<file path="config.mk">
export PLATFORM = sky130hd
export DESIGN_NAME = float_to_decimal_text_core
export DESIGN_NICKNAME = d
export VERILOG_FILES = /design/src/rtl/ftd_pkg.sv /design/src/rtl/ftd_decode.sv /design/src/rtl/float_to_decimal_text_core.sv
export VERILOG_INCLUDE_DIRS = /design/src /design/src/rtl
export SDC_FILE = /design/constraint.sdc
export NUM_CORES = 2
export LEC_CHECK = 0
export ABC_AREA = 0
export BUFFER_PORTS_ARGS = -buffer_cell sky130_fd_sc_hd__buf_2
export CORE_UTILIZATION = 45
export CTS_CLUSTER_DIAMETER = 200
export DETAILED_ROUTE_END_ITERATION = 6
export GPL_ROUTABILITY_DRIVEN = 0
export GPL_TIMING_DRIVEN = 0
export PLACE_DENSITY = 0.63
export SLEW_MARGIN = 25
export SYNTH_ARGS = -nofsm -noshare
export SYNTH_HDL_FRONTEND = slang
export SYNTH_HIERARCHICAL = 1
export SYNTH_SLANG_ARGS = --single-unit
</file>
<file path="constraint.sdc">
create_clock -name clk -period 16.8 [get_ports clk]
set_input_delay 3.36 -clock clk [delete_from_list [all_inputs] [get_ports clk]]
set_output_delay 3.36 -clock clk [all_outputs]
set_load 0.02 [all_outputs]
</file>
<file path="src/rtl/assert_macros.svh">
// Assertion macros used by the RTL core of the decimal text formatter.
`ifndef ASSERT_MACROS_SVH
`define ASSERT_MACROS_SVH

// Check that a condition holds at every clock edge outside reset.
`define ASSERT_ALWAYS(label, expr, msg) \
    label: assert property (@(posedge clk) disable iff (!rst_n) (expr)) else $error(msg);

// Check that a trigger is followed by a consequence in the next cycle.
`define ASSERT_NEXT(label, ante, cons, msg) \
    label: assert property (@(posedge clk) disable iff (!rst_n) (ante) |=> (cons)) else $error(msg);

`endif

</file>
<file path="src/rtl/ftd_pkg.sv">
// Shared types, constants and tables for the float-to-decimal-text formatter.
package ftd_pkg;

    // Default count of fraction digits allowed.
    localparam int MAX_FRAC_DEFAULT = 10;

    // The integer part holds up to ten decimal digits.
    localparam int INT_DIGITS = 10;
    localparam int CNT_W      = 4;

    // ASCII characters used in the text.
    localparam logic [6:0] CH_ZERO  = 7'h30;
    localparam logic [6:0] CH_MINUS = 7'h2D;
    localparam logic [6:0] CH_DOT   = 7'h2E;

    // Reciprocal of ten: floor(x / 10) = (x * RECIP10) >> 35 for any 32-bit x.
    localparam logic [31:0] RECIP10 = 32'hCCCC_CCCD;
    localparam int RECIP_SHIFT = 35;

    // Saturated integer part.
    localparam logic [31:0] IPART_MAX = 32'hFFFF_FFFF;

    // Decoded value in 32.48 unsigned fixed point plus its flags.
    typedef struct packed {
        logic [31:0] ipart;
        logic [47:0] frac;
        logic        ovf;
        logic        show_sign;
    } dec_t;

    // Rounding addend floor(2^47 / 10^p) in units of 2^-48.
    function automatic logic [47:0] half_ulp(input logic [3:0] p);
        logic [47:0] r;
        unique case (p)
            4'd1:    r = 48'd14073748835532;
            4'd2:    r = 48'd1407374883553;
            4'd3:    r = 48'd140737488355;
            4'd4:    r = 48'd14073748835;
            4'd5:    r = 48'd1407374883;
            4'd6:    r = 48'd140737488;
            4'd7:    r = 48'd14073748;
            4'd8:    r = 48'd1407374;
            4'd9:    r = 48'd140737;
            4'd10:   r = 48'd14073;
            4'd11:   r = 48'd1407;
            4'd12:   r = 48'd140;
            4'd13:   r = 48'd14;
            4'd14:   r = 48'd1;
            default: r = 48'd0;
        endcase
        return r;
    endfunction

    // Automatic precision picked from the size of the integer part.
    function automatic logic [2:0] auto_prec(input logic [31:0] ip);
        logic [2:0] p;
        priority if (ip < 32'd1)      p = 3'd6;
        else if (ip < 32'd10)         p = 3'd5;
        else if (ip < 32'd100)        p = 3'd4;
        else if (ip < 32'd1000)       p = 3'd3;
        else if (ip < 32'd10000)      p = 3'd2;
        else if (ip < 32'd100000)     p = 3'd1;
        else                          p = 3'd0;
        return p;
    endfunction

endpackage

</file>
<file path="src/rtl/ftd_decode.sv">
// Unpacks an IEEE single into 32.48 unsigned fixed point with saturation and sign flags.
module ftd_decode (
    input  logic [31:0]   value_bits,
    output ftd_pkg::dec_t dec
);
    import ftd_pkg::*;

    logic [7:0]  expo;
    logic [22:0] man;
    logic        is_nan;
    logic        sat;
    logic [79:0] mant_ext;
    logic [79:0] fixed;
    logic [6:0]  lsh;
    logic [7:0]  rsh;

    assign expo     = value_bits[30:23];
    assign man      = value_bits[22:0];
    assign is_nan   = (expo == 8'hFF) && (man != 23'd0);
    assign sat      = (expo >= 8'd159);
    assign mant_ext = {56'd0, 1'b1, man};
    assign lsh      = 7'(expo - 8'd102);
    assign rsh      = 8'd102 - expo;

    // Align the mantissa so that bit 48 weighs one.
    always_comb
    begin
        if (expo >= 8'd102)
        begin
            fixed = mant_ext << lsh;
        end
        else
        begin
            fixed = mant_ext >> rsh;
        end
    end

    // Saturate large values, infinity and NaN; zeros and subnormals give zero.
    always_comb
    begin
        dec.ovf       = sat;
        dec.show_sign = value_bits[31] && !is_nan && (value_bits[30:0] != 31'd0);
        if (sat)
        begin
            dec.ipart = IPART_MAX;
            dec.frac  = 48'd0;
        end
        else if (expo == 8'd0)
        begin
            dec.ipart = 32'd0;
            dec.frac  = 48'd0;
        end
        else
        begin
            dec.ipart = fixed[79:48];
            dec.frac  = fixed[47:0];
        end
    end

endmodule

</file>
<file path="src/rtl/float_to_decimal_text_core.sv">
// Float-to-decimal-text formatter: sequencer, divide-by-ten loop and character output.
// A sign beat, if any, follows the auto, round and carry steps; each of the n integer
// digits then takes one S_DIVM and S_DIVF pass of the shared divider. The digits follow,
// most significant first, then the point and p fraction digits (neither when p is zero);
// busy stays high until the last beat, and the next start goes with it.
// Reset (rst_n low, asynchronous) returns to idle with no strobe; the receiver cannot stall.
module float_to_decimal_text_core #(
    parameter int MAX_FRACTION_DIGITS = ftd_pkg::MAX_FRAC_DEFAULT
) (
    input  logic              clk,
    input  logic              rst_n,
    input  logic              start,
    output logic              busy,
    input  logic [31:0]       value_bits,
    input  logic signed [4:0] digits,
    output logic              strobe,
    output logic [6:0]        char_code,
    output logic              last,
    output logic              overflow
);
    import ftd_pkg::*;

    `include "assert_macros.svh"

    localparam int PREC_MAX = (MAX_FRACTION_DIGITS > 6) ? MAX_FRACTION_DIGITS : 6;
    localparam int PREC_W   = $clog2(PREC_MAX + 1);

    // Sequencer state codes.
    localparam logic [3:0] S_IDLE  = 4'd0;
    localparam logic [3:0] S_AUTO  = 4'd1;
    localparam logic [3:0] S_ROUND = 4'd2;
    localparam logic [3:0] S_INC   = 4'd3;
    localparam logic [3:0] S_DIVM  = 4'd4;
    localparam logic [3:0] S_DIVF  = 4'd5;
    localparam logic [3:0] S_EMIT  = 4'd6;
    localparam logic [3:0] S_DOT   = 4'd7;
    localparam logic [3:0] S_FRAC  = 4'd8;

    dec_t dec;

    logic [3:0]        state_reg, state_next;
    logic [31:0]       ipart_reg, ipart_next;
    logic [47:0]       frac_reg, frac_next;
    logic              ovf_reg, ovf_next;
    logic              sign_reg, sign_next;
    logic              auto_reg, auto_next;
    logic              carry_reg, carry_next;
    logic [PREC_W-1:0] prec_reg, prec_next;
    logic [PREC_W-1:0] fcnt_reg, fcnt_next;
    logic [CNT_W-1:0]  cnt_reg, cnt_next;
    logic [63:0]       prod_reg, prod_next;
    logic [6:0]        char_reg, char_next;
    logic              last_reg, last_next;
    logic              strobe_reg, strobe_next;

    logic [3:0]        dig_mem [0:INT_DIGITS-1];

    logic [31:0]       quo;
    logic [31:0]       rem_full;
    logic [48:0]       round_sum;
    logic [51:0]       frac_x10;
    logic [PREC_W-1:0] prec_clamped;

    ftd_decode u_decode (
        .value_bits (value_bits),
        .dec        (dec)
    );

    // Quotient and remainder of the integer part from the registered product.
    assign quo      = {{RECIP_SHIFT - 32{1'b0}}, prod_reg[63:RECIP_SHIFT]};
    assign rem_full = ipart_reg - ({quo[28:0], 3'b000} + {quo[30:0], 1'b0});

    // Rounding add and the times-ten step for fraction digits.
    assign round_sum = {1'b0, frac_reg} + {1'b0, half_ulp(4'(prec_reg))};
    assign frac_x10  = {1'b0, frac_reg, 3'b000} + {3'b000, frac_reg, 1'b0};

    // Requested precision limited to the maximum.
    always_comb
    begin
        if ({28'd0, digits[3:0]} > 32'(MAX_FRACTION_DIGITS))
        begin
            prec_clamped = PREC_W'(MAX_FRACTION_DIGITS);
        end
        else
        begin
            prec_clamped = PREC_W'(digits[3:0]);
        end
    end

    // Sequencer and datapath next state.
    always_comb
    begin
        state_next  = state_reg;
        ipart_next  = ipart_reg;
        frac_next   = frac_reg;
        ovf_next    = ovf_reg;
        sign_next   = sign_reg;
        auto_next   = auto_reg;
        carry_next  = carry_reg;
        prec_next   = prec_reg;
        fcnt_next   = fcnt_reg;
        cnt_next    = cnt_reg;
        prod_next   = prod_reg;
        char_next   = char_reg;
        last_next   = 1'b0;
        strobe_next = 1'b0;
        unique case (state_reg)
            S_IDLE:
            begin
                if (start)
                begin
                    ipart_next = dec.ipart;
                    frac_next  = dec.frac;
                    ovf_next   = dec.ovf;
                    sign_next  = dec.show_sign;
                    auto_next  = digits[4];
                    prec_next  = prec_clamped;
                    cnt_next   = '0;
                    state_next = S_AUTO;
                end
            end
            S_AUTO:
            begin
                if (auto_reg)
                begin
                    prec_next = PREC_W'(auto_prec(ipart_reg));
                end
                state_next = S_ROUND;
            end
            S_ROUND:
            begin
                if (prec_reg != '0)
                begin
                    frac_next  = round_sum[47:0];
                    carry_next = round_sum[48];
                end
                else
                begin
                    carry_next = 1'b0;
                end
                state_next = S_INC;
            end
            S_INC:
            begin
                if (carry_reg && (ipart_reg != IPART_MAX))
                begin
                    ipart_next = ipart_reg + 32'd1;
                end
                if (sign_reg)
                begin
                    strobe_next = 1'b1;
                    char_next   = CH_MINUS;
                end
                state_next = S_DIVM;
            end
            S_DIVM:
            begin
                prod_next  = ipart_reg * RECIP10;
                state_next = S_DIVF;
            end
            S_DIVF:
            begin
                ipart_next = quo;
                cnt_next   = cnt_reg + CNT_W'(1);
                state_next = (quo == 32'd0) ? S_EMIT : S_DIVM;
            end
            S_EMIT:
            begin
                strobe_next = 1'b1;
                char_next   = CH_ZERO + {3'b000, dig_mem[cnt_reg - CNT_W'(1)]};
                cnt_next    = cnt_reg - CNT_W'(1);
                if (cnt_reg == CNT_W'(1))
                begin
                    if (prec_reg == '0)
                    begin
                        last_next  = 1'b1;
                        state_next = S_IDLE;
                    end
                    else
                    begin
                        state_next = S_DOT;
                    end
                end
            end
            S_DOT:
            begin
                strobe_next = 1'b1;
                char_next   = CH_DOT;
                fcnt_next   = prec_reg;
                state_next  = S_FRAC;
            end
            S_FRAC:
            begin
                strobe_next = 1'b1;
                char_next   = CH_ZERO + {3'b000, frac_x10[51:48]};
                frac_next   = frac_x10[47:0];
                fcnt_next   = fcnt_reg - PREC_W'(1);
                if (fcnt_reg == PREC_W'(1))
                begin
                    last_next  = 1'b1;
                    state_next = S_IDLE;
                end
            end
            default:
            begin
                state_next = S_IDLE;
            end
        endcase
    end

    // Control and working registers.
    always_ff @(posedge clk or negedge rst_n)
    begin
        if (!rst_n)
        begin
            state_reg  <= S_IDLE;
            ipart_reg  <= '0;
            frac_reg   <= '0;
            ovf_reg    <= 1'b0;
            sign_reg   <= 1'b0;
            auto_reg   <= 1'b0;
            carry_reg  <= 1'b0;
            prec_reg   <= '0;
            fcnt_reg   <= '0;
            cnt_reg    <= '0;
            char_reg   <= '0;
            last_reg   <= 1'b0;
            strobe_reg <= 1'b0;
        end
        else
        begin
            state_reg  <= state_next;
            ipart_reg  <= ipart_next;
            frac_reg   <= frac_next;
            ovf_reg    <= ovf_next;
            sign_reg   <= sign_next;
            auto_reg   <= auto_next;
            carry_reg  <= carry_next;
            prec_reg   <= prec_next;
            fcnt_reg   <= fcnt_next;
            cnt_reg    <= cnt_next;
            char_reg   <= char_next;
            last_reg   <= last_next;
            strobe_reg <= strobe_next;
        end
    end

    // Product register of the divide-by-ten unit.
    always_ff @(posedge clk)
    begin
        prod_reg <= prod_next;
    end

    // Integer digits are stored least significant first and read back in reverse.
    always_ff @(posedge clk)
    begin
        if (state_reg == S_DIVF)
        begin
            dig_mem[cnt_reg] <= rem_full[3:0];
        end
    end

    assign busy      = (state_reg != S_IDLE);
    assign strobe    = strobe_reg;
    assign char_code = char_reg;
    assign last      = last_reg;
    assign overflow  = ovf_reg;

    // An accepted beat starts the sequencer.
    `ASSERT_NEXT(a_start_busy, start && !busy, busy, "accepted item did not start the sequencer")
    // The digit buffer never overfills.
    `ASSERT_ALWAYS(a_cnt_range, cnt_reg <= CNT_W'(INT_DIGITS), "integer digit count out of range")
    // The last character ends the item and returns to idle.
    `ASSERT_ALWAYS(a_last_idle, !(strobe_reg && last_reg) || (state_reg == S_IDLE), "last beat while still busy")
    // Last is only flagged on a strobed beat.
    `ASSERT_ALWAYS(a_last_strobe, !last_reg || strobe_reg, "last flag without strobe")

endmodule

</file>
==> results.md <==
- Run status: complete, no violations
- Register area share after synthesis: 13.32%
- Final hold vios: 0
- Root Buffer: clkbuf_16
- R2R cell count: 24
- Routing usage on met3: 5.369%
- Final WS setup: 7.209 ns
- Post-route ant nets: 0
- CP startpoint: ipart_reg[0]
- CTS sink cnt: 177
- Crit path to: prod_reg[62]
- Worst EP arrival: 9.79 ns
- Relative slew slack: 27.39%
- Most used flip-flop cell after synthesis: dfrtp_1
- CP top delay family: adder cells
- DR vias: 31660
- Multi-input gate area: 0.02797 mm²
- GR Layer Usage met2: 50.27%
- Critical path peak fanout: 14
- Vias per cell: 6.092
- CTS tree: yes
- Largest net degree at the start of global routing: 89
- Avg Cell Area, Syn: 8.822 µm²
- Fin. max-slew vios: 0
- Dpl ws: 7.088 ns
- Max Cap Violations: 0
- Final WL: 124800 µm
- Number of I/O port buffers: 45
- Crit start category: flop
- Worst Tran Pin Value: 1.089 ns
- Layout filler cell count: 7739
- Top Ports: 51
- Worst reg2reg path startpoint: ipart_reg[0]
- Sequential cell area: 0.004775 mm²
- GRT busiest layer: met2
- Worst Path Required: 17.00 ns
- H-tree Lvls: 4
- Yosys cell types: 97
- CP Buf/Inv Count: 4
- Drc violations: 0
- Post-synth EDFFs: 69
- Die width: 284.2 µm
- Initial antenna violation count: 5
- Worst Skew: 0.03643 ns
- Critical Path Stages: 24
- Vias in the first global route: 31460
- Site Rows: 103
- DR pass1 iterations: 6
- Clk buf depth: 2
- Worst Setup End Kind: flop
- Ys async rst share: 61.02%
- DR WL/cell: 24.02 µm
- Die area: 0.08077 mm²
- Congestion Overflow GR: 0
- Fin area: 0.03807 mm²
- Dominant cell type by area after synthesis: fa_1
- Cts repair resizes: 0
- Tcrit/Tclk final: 57.09%
- P&R area growth vs syn: 6.225%
- Setup violators final: 0
- R2r setup slk: 7.21 ns
- HPWL after DPL: 103600 µm
- Synth top cells by count: inv_1 (641), ha_1 (490), fa_1 (389)
- Top-area cell type share of the netlist area: 21.73%
- Cells along the critical path: ha_1 > clkbuf_1 > xor2_1 > ha_1 > or2_2 > fa_1 > fa_1 > fa_1 > fa_1 > fa_1 > inv_1 > fa_1 > inv_1 > ha_1 > a21oi_1 > o21a_1 > nor4b_2 > inv_1 > o31ai_2 > nand2_1 > a41o_1 > a21oi_1 > nand2_1 > o311ai_1
- Ys Warns: 6
- Clock latency on the worst-skew pair: 0.49 ns
- Final min period: 9.591 ns
- Nets: 5049
- Die height: 284.2 µm
- First-pass GRT wire length: 189500 µm
- Layout cells sized above 1: 5.576%
- HP Class: reg -> reg
- R2R Path End: prod_reg[62]
- Largest cells by area after synthesis: fa_1 (22%), ha_1 (17%), dfrtp_1 (7.5%), inv_1 (6.7%), edfxtp_1 (5.8%)
- Core area: 0.07887 mm²
- Initial core utilization: 45.44%
- Max FFs per register: 48
- CP dominant cell by count: fa_1
- Total GRT Usage: 30.68%
- Slowest Stage Delay on Critical Path: 0.91 ns
- Syn_nets: 4981
- Initial DRC count: 2985
- CP max stage cell: dfrtp_1
- Top-count cell post-synth: inv_1
- TritonCTS Buffers: 17
- Hold Buf Count CTS: 0
- Met1 GRT Util: 39.30%
- Postcts setup bufs: 0
- Seq cells post-synth: 177
- Synth Instances: 4062
- Clock transition at the registers of the reported paths: 0.11 ns
- Mapped cell area: 0.03584 mm²
- Max Clock Freq: 0.1043 GHz
- Placed Area: 0.03746 mm²
- Unrepaired setup endpoints after global routing: false
- Setup CP Type: reg -> reg
- Final Util: 48.27%
- Final setup TNS: 0 ns
metrics by stage:
stage	hold slack [ns]	std cells
floorplan	0.4431	4062
global placement	0.4981	5157
detailed placement	0.5023	5161
CTS	0.5246	5193
global route	0.5535	5193
finish	0.5268	5197
area by class of cell:
cell class	instances	share of cell area [%]
Multi-Input combinational cell	3072	73.47
Sequential cell	177	12.54
Inverter	642	6.330
Tap cell	1050	3.451
Buffer	171	1.880
Clock buffer	17	1.118
Timing Repair Buffer	49	0.7494
Clock inverter	15	0.4306
Antenna cell	4	0.02629
kinds of logic (layout without fill, tap and decap cells):
| family | Yosys count | in the layout | synth area share [%] |
|---|---|---|---|
| AOI/OAI and AO/OA | 997 | 997 | 17.78 |
| adders and majority gates | 879 | 879 | 38.84 |
| and+or+nand+nor | 868 | 868 | 11.48 |
| buffers and inverters | 813 | 894 | 8.721 |
| xor gates and xnor gates | 183 | 183 | 4.493 |
| DFF | 177 | 177 | 13.32 |
| muxes | 144 | 144 | 5.352 |
| other | 1 | 5 | 0.01046 |
layout by cell type (no fill, tap or decap), types with 25 or more instances in the layout:
cell type,count
clkbuf_1,124
nand3_1,74
ha_1,490
inv_1,641
a211oi_1,28
buf_2,73
nor2_1,192
nand2_1,297
a22oi_1,25
mux2_2,33
a221oi_1,44
nand4_1,43
o21ai_0,220
and3_1,42
edfxtp_1,69
fa_1,389
and2_1,29
mux2i_1,75
xor2_1,87
o211ai_1,35
nor3_1,61
mux4_2,34
a21oi_1,289
dfrtp_1,108
a21o_1,92
nor2b_1,31
a31oi_1,49
xnor2_1,95
o22ai_1,26
how the worst min path moves through the flow:
stage	start	endpoint	slack [ns]	cells after the start
finish	auto_reg	auto_reg	0.53	1
global route	auto_reg	auto_reg	0.55	1
CTS	auto_reg	auto_reg	0.52	1
detailed placement	auto_reg	auto_reg	0.50	1
global placement	auto_reg	auto_reg	0.50	1
floorplan	carry_reg	carry_reg	0.44	2
per-layer routing:
layer,vias to the layer above,wire length (µm)
met4,0,6267
met3,363,10620
li1,14200,-
met2,1615,58370
met5,-,0
met1,15490,49580
Power is not shown: default switching activity piles up to over one toggle a cycle in this logic, so the estimate is an artifact.
